## src/hdl/hrmc_pkg.sv

```systemverilog
// ---------------------------------------------------------------------------
// hrmc_pkg
// Shared codes, field widths and reset values of the two-hub route cost unit.
// ---------------------------------------------------------------------------
package hrmc_pkg;

   typedef enum logic [1:0] {
      CMD_WR_DIST    = 2'd0,
      CMD_WR_TRAFFIC = 2'd1,
      CMD_WR_HUB     = 2'd2,
      CMD_QUERY      = 2'd3
   } cmd_type;

   typedef enum logic [1:0] {
      STAT_WRITE_OK = 2'd0,
      STAT_ROUTE    = 2'd1,
      STAT_REJECT   = 2'd2
   } status_type;

   localparam int CSR_IDX_W  = 3;
   localparam int CSR_DATA_W = 16;

   localparam logic [CSR_IDX_W-1:0] CSR_NODE_COUNT   = 3'd0;
   localparam logic [CSR_IDX_W-1:0] CSR_HUBS_PER_NODE = 3'd1;
   localparam logic [CSR_IDX_W-1:0] CSR_COLLECT_RATE = 3'd2;
   localparam logic [CSR_IDX_W-1:0] CSR_TRANSFER_RATE = 3'd3;
   localparam logic [CSR_IDX_W-1:0] CSR_DISTRIB_RATE = 3'd4;

   localparam int NC_W   = 7;
   localparam int HPN_W  = 3;
   localparam int RATE_W = 16;
   localparam int DIST_W = 16;
   localparam int TRAF_W = 16;
   localparam int IDX_W  = 6;
   localparam int VAL_W  = 16;
   localparam int TERM_W = 32;
   localparam int PART_W = 33;
   localparam int SUM_W  = 34;
   localparam int COST_W = 50;

   localparam int REQ_W = 32;
   localparam int RSP_W = 64;

   localparam logic [NC_W-1:0]   NODE_COUNT_RST = 7'd64;
   localparam logic [HPN_W-1:0]  HUBS_RST       = 3'd1;
   localparam logic [RATE_W-1:0] RATE_RST       = 16'd256;

   typedef struct packed {
      logic vld;
      logic first;
   } cand_ctl_type;

endpackage

```

## src/hdl/hrmc_eval.sv

```systemverilog
// ---------------------------------------------------------------------------
// hrmc_eval
// Candidate cost pipeline: adds the per-hub end terms, the hub-to-hub term,
// scales by traffic and keeps the first least-cost hub pair.
// ---------------------------------------------------------------------------
module hrmc_eval
   import hrmc_pkg::*;
#(
   parameter int NODE_W = 6
) (
   input  logic                clock,
   input  logic                reset,
   input  cand_ctl_type        cand_ctl,
   input  logic [NODE_W-1:0]   cand_a,
   input  logic [NODE_W-1:0]   cand_b,
   input  logic [TERM_W-1:0]   term_a,
   input  logic [TERM_W-1:0]   term_b,
   input  logic [DIST_W-1:0]   hub_dist,
   input  logic [RATE_W-1:0]   transfer_rate,
   input  logic [TRAF_W-1:0]   traffic,
   output logic                busy,
   output logic [COST_W-1:0]   best_cost,
   output logic [NODE_W-1:0]   best_a,
   output logic [NODE_W-1:0]   best_b
);

   cand_ctl_type      ctl1_ff, ctl2_ff, ctl3_ff, ctl4_ff;
   logic [NODE_W-1:0] a1_ff, a2_ff, a3_ff, a4_ff;
   logic [NODE_W-1:0] b1_ff, b2_ff, b3_ff, b4_ff;
   logic [PART_W-1:0] part1_ff, part2_ff;
   logic [TERM_W-1:0] prod2_ff;
   logic [SUM_W-1:0]  sum3_ff;
   logic [COST_W-1:0] cost4_ff;
   logic [COST_W-1:0] cost4_in;
   logic [COST_W-1:0] best_cost_ff;
   logic [NODE_W-1:0] best_a_ff, best_b_ff;
   logic              take;

   assign cost4_in = COST_W'(traffic) * COST_W'(sum3_ff);
   assign take     = ctl4_ff.vld && (ctl4_ff.first || (cost4_ff < best_cost_ff));

   always_ff @(posedge clock) begin
      if (reset) begin
         ctl1_ff <= '0;
         ctl2_ff <= '0;
         ctl3_ff <= '0;
         ctl4_ff <= '0;
      end else begin
         ctl1_ff <= cand_ctl;
         ctl2_ff <= ctl1_ff;
         ctl3_ff <= ctl2_ff;
         ctl4_ff <= ctl3_ff;
      end
   end

   always_ff @(posedge clock) begin
      a1_ff    <= cand_a;
      b1_ff    <= cand_b;
      part1_ff <= PART_W'(term_a) + PART_W'(term_b);
      a2_ff    <= a1_ff;
      b2_ff    <= b1_ff;
      part2_ff <= part1_ff;
      prod2_ff <= TERM_W'(transfer_rate) * TERM_W'(hub_dist);
      a3_ff    <= a2_ff;
      b3_ff    <= b2_ff;
      sum3_ff  <= SUM_W'(part2_ff) + SUM_W'(prod2_ff);
      a4_ff    <= a3_ff;
      b4_ff    <= b3_ff;
      cost4_ff <= cost4_in;
      if (take) begin
         best_cost_ff <= cost4_ff;
         best_a_ff    <= a4_ff;
         best_b_ff    <= b4_ff;
      end
   end

   assign busy      = ctl1_ff.vld || ctl2_ff.vld || ctl3_ff.vld || ctl4_ff.vld;
   assign best_cost = best_cost_ff;
   assign best_a    = best_a_ff;
   assign best_b    = best_b_ff;

endmodule

```

## config.mk

```make
export PLATFORM = sky130hd
export DESIGN_NAME = hrmc_eval
export DESIGN_NICKNAME = d
export VERILOG_FILES = /design/src/hdl/hrmc_pkg.sv /design/src/hdl/hrmc_eval.sv
export SDC_FILE = /design/constraint.sdc
export NUM_CORES = 2
export LEC_CHECK = 0
export BUFFER_PORTS_ARGS = -buffer_cell sky130_fd_sc_hd__buf_2
export CAP_MARGIN = 25
export CORE_UTILIZATION = 40
export CTS_BUF_LIST = sky130_fd_sc_hd__clkbuf_2
export CTS_CLUSTER_DIAMETER = 60
export DETAILED_ROUTE_END_ITERATION = 16
export PLACE_DENSITY_LB_ADDON = 0.2
export SYNTH_ARGS = -nofsm -noshare
export SYNTH_HDL_FRONTEND = slang
export SYNTH_SLANG_ARGS = --single-unit
```

## constraint.sdc

```tcl
create_clock -name clock -period 19.6 [get_ports clock]
set_input_delay 2.94 -clock clock [delete_from_list [all_inputs] [get_ports clock]]
set_output_delay 2.94 -clock clock [all_outputs]
set_load 0.05 [all_outputs]
```

==> run summary <==
clock latency at the later pin of the worst-skew pair: 1.07 ns
clk slew on worst S/H paths: 0.12 ns
async set or reset register ratio after synthesis: 0%
Avg WL per Cell: 16.8 um
die area: 92300 um2
Data arrival, critical path: 9.64 ns
crit path max fanout: 34
internal reg-to-reg setup slack: 12.64 ns
post-synthesis register bit count: 300
TritonCTS Buffers: 84
Netlist Area Pre-Place: 36400 um2
Total Nets Final: 5123
most frequent cells in the layout: 781 x inv_1, 642 x fa_1, 560 x nand2_1
CTS Hold Bufs: 0
Worst Hold Class: flip-flop to flip-flop
clock sinks: 300
max-slew violations: 0
initial antenna violation count: 3
initial DRC count: 1168
final wirelength: 88200 um
Worst Tran Pin Value: 0.992 ns
Clock Path Buffers: 3
cell taking the most area after synthesis: fa_1
first-pass GRT wire length: 144000 um
Final Hold Viols: 0
total congestion overflow: 0
RSZ-0062 raised after global routing: false
Reg-to-Reg Start: sum3_ff[15]
Starting Density: 40.4%
post-cts sizing count: 0
Mapped Avg Cell Area: 9.43 um2
Via density: 4.88
P&R area growth vs syn: 7.60%
fin crit period: 8.69 ns
Reg2Reg Depth: 21
Post-CTS Setup Inserts: 0
gpl congestion: 0.854
Tot GR Track Use: 19.6%
root cell of the clock tree: clkbuf_2
Final Cycle Share: 44.3%
vias in the first global route: 27100
post-detail-place hpwl: 68800 um
number of port buffers: 190
Max transition margin: 33.8%
CTS tree: built
crit path kind: primary input to flip-flop
Top-Level Pins: 191
row cnt: 110
Synth Net Count: 4973
largest net degree at the start of global routing: 63
status: finished, final reports clean
Synth Instances: 3864
Post-synth EDFFs: 62
top_reg_cell synth: dfxtp_1
ranking of synthesized cells by area: fa_1 35%, dfxtp_1 13%, ha_1 12%
floorplan core area: 90100 um2
worst r2r dst: cost4_ff[45]
Sum Neg Setup Slack: 0 ns
register area share after synthesis: 18.2%
routed vias: 25700
H-tree levels: 3
clock skew: 0.0973 ns
share of layout cells above drive strength 1: 8.73%
Final ANT Viol Nets: 0
commonest non-fill, non-tap cell in the layout: inv_1
Yosys Warn Count: 0
drt drc: 0
Worst setup SP type: primary input
post-route cell area: 39200 um2
dpl cell area: 38400 um2
final number of setup-violating endpoints: 0
Die Ht: 304 um
die width: 304 um
Max Freq: 115 MHz
Critical Path Sink Type: flip-flop
CP endpoint: cost4_ff[45]
post-synth top area share: 35.3%
fillers: 9022
library cells used by synthesis: 71
Worst Path Required: 20.56 ns
crit path launch: traffic[1]
MaxCap Viol Count: 0
TritonRoute pass-1 iters: 7
sequential cells by signal, indices dropped and copies added, names as in the netlist, 32 cells and up:
register	count
best_cost	50
cost4_ff	50
sum3_ff	34
part1_ff	33
part2_ff	33
prod2_ff	32
metal layers:
metal	GRT usage, %	up-vias	part of all wire [%]
li1	-	12200	-
met1	27.1	12800	47
met2	32.5	539	47
met3	2.82	87	4.4
met4	4.21	0	1.4
met5	0	-	0
cells by family after synthesis:
family,share of synthesized area (%)
AND/OR/NAND/NOR,14.5
adder cells (fa/ha/maj),46.9
buffers and inverters,9.48
AO/OA/AOI/OAI,7.74
flip-flops,18.2
XOR/XNOR,3.15
synth_stat cells (5+ instances only):
| cell type | count |
|---|---|
| a221oi_1 | 5 |
| dfxtp_1 | 238 |
| nand4_1 | 20 |
| o21ai_1 | 7 |
| nor2_1 | 93 |
| xnor2_1 | 87 |
| a31oi_1 | 11 |
| ha_1 | 339 |
| a21o_1 | 86 |
| xor2_1 | 44 |
| nor2b_1 | 28 |
| o211ai_1 | 6 |
| edfxtp_1 | 62 |
| a21oi_1 | 140 |
| o21ai_0 | 72 |
| clkbuf_1 | 124 |
| and2_1 | 317 |
| and3_1 | 13 |
| o21a_1 | 17 |
| o31ai_1 | 7 |
| fa_1 | 642 |
| nand3_1 | 30 |
| a211oi_1 | 14 |
| o21bai_1 | 16 |
| nand2_1 | 560 |
| nor3_1 | 12 |
| nand2b_1 | 13 |
| inv_1 | 781 |
worst min path at each step:
stage	startpoint	end	slack, ns	cells past startpoint
finish	part1_ff[9]	part2_ff[9]	0.25	0
global route	part1_ff[9]	part2_ff[9]	0.25	0
CTS	part1_ff[9]	part2_ff[9]	0.23	0
detailed placement	a2_ff[0]	a3_ff[0]	0.31	0
global placement	a1_ff[5]	a2_ff[5]	0.31	0
floorplan	a1_ff[0]	a2_ff[0]	0.31	0
final cells by class:
type	count	area [um2]	share of cell area, %
Multi-Input combinational cell	2652	26300	67.2
Sequential cell	300	6630	16.9
Inverter	781	2930	7.48
Tap cell	1176	1470	3.75
Timing Repair Buffer	195	988	2.52
Clock buffer	120	601	1.53
Clock inverter	31	221	0.565
Antenna cell	3	7.51	0.0192
per-stage QoR:
| step | util [%] | std cells | hold slack, ns | setup WS, ns |
|---|---|---|---|---|
| after global placement | 42.6 | 5104 | 0.309 | 9.97 |
| final | 43.5 | 5258 | 0.249 | 10.91 |
| after global routing | 43.5 | 5257 | 0.251 | 10.69 |
| after detailed placement | 42.6 | 5104 | 0.312 | 9.92 |
| after CTS | 43.5 | 5255 | 0.235 | 11.11 |
| after floorplan | - | 3864 | 0.310 | 10.80 |
worst max-delay path, stage by stage:
cell and delay [ns]:
buf_2 0.66, nand2_1 0.17, fa_1 0.55, fa_1 0.52
fa_1 0.52, inv_1 0.06, fa_1 0.49, fa_1 0.51
inv_1 0.06, fa_1 0.47, inv_1 0.04, ha_1 0.36
a21oi_1 0.21, o21ai_0 0.18, a221oi_1 0.39, o21ai_2 0.17
o21ai_0 0.35, a21oi_1 0.15, nor3_1 0.33, nor2_1 0.12
a21oi_1 0.22, xnor2_1 0.14
Power is left out: the tool's default activity adds up to more than one toggle a clock period on the data nets, which glitch-free logic cannot reach.
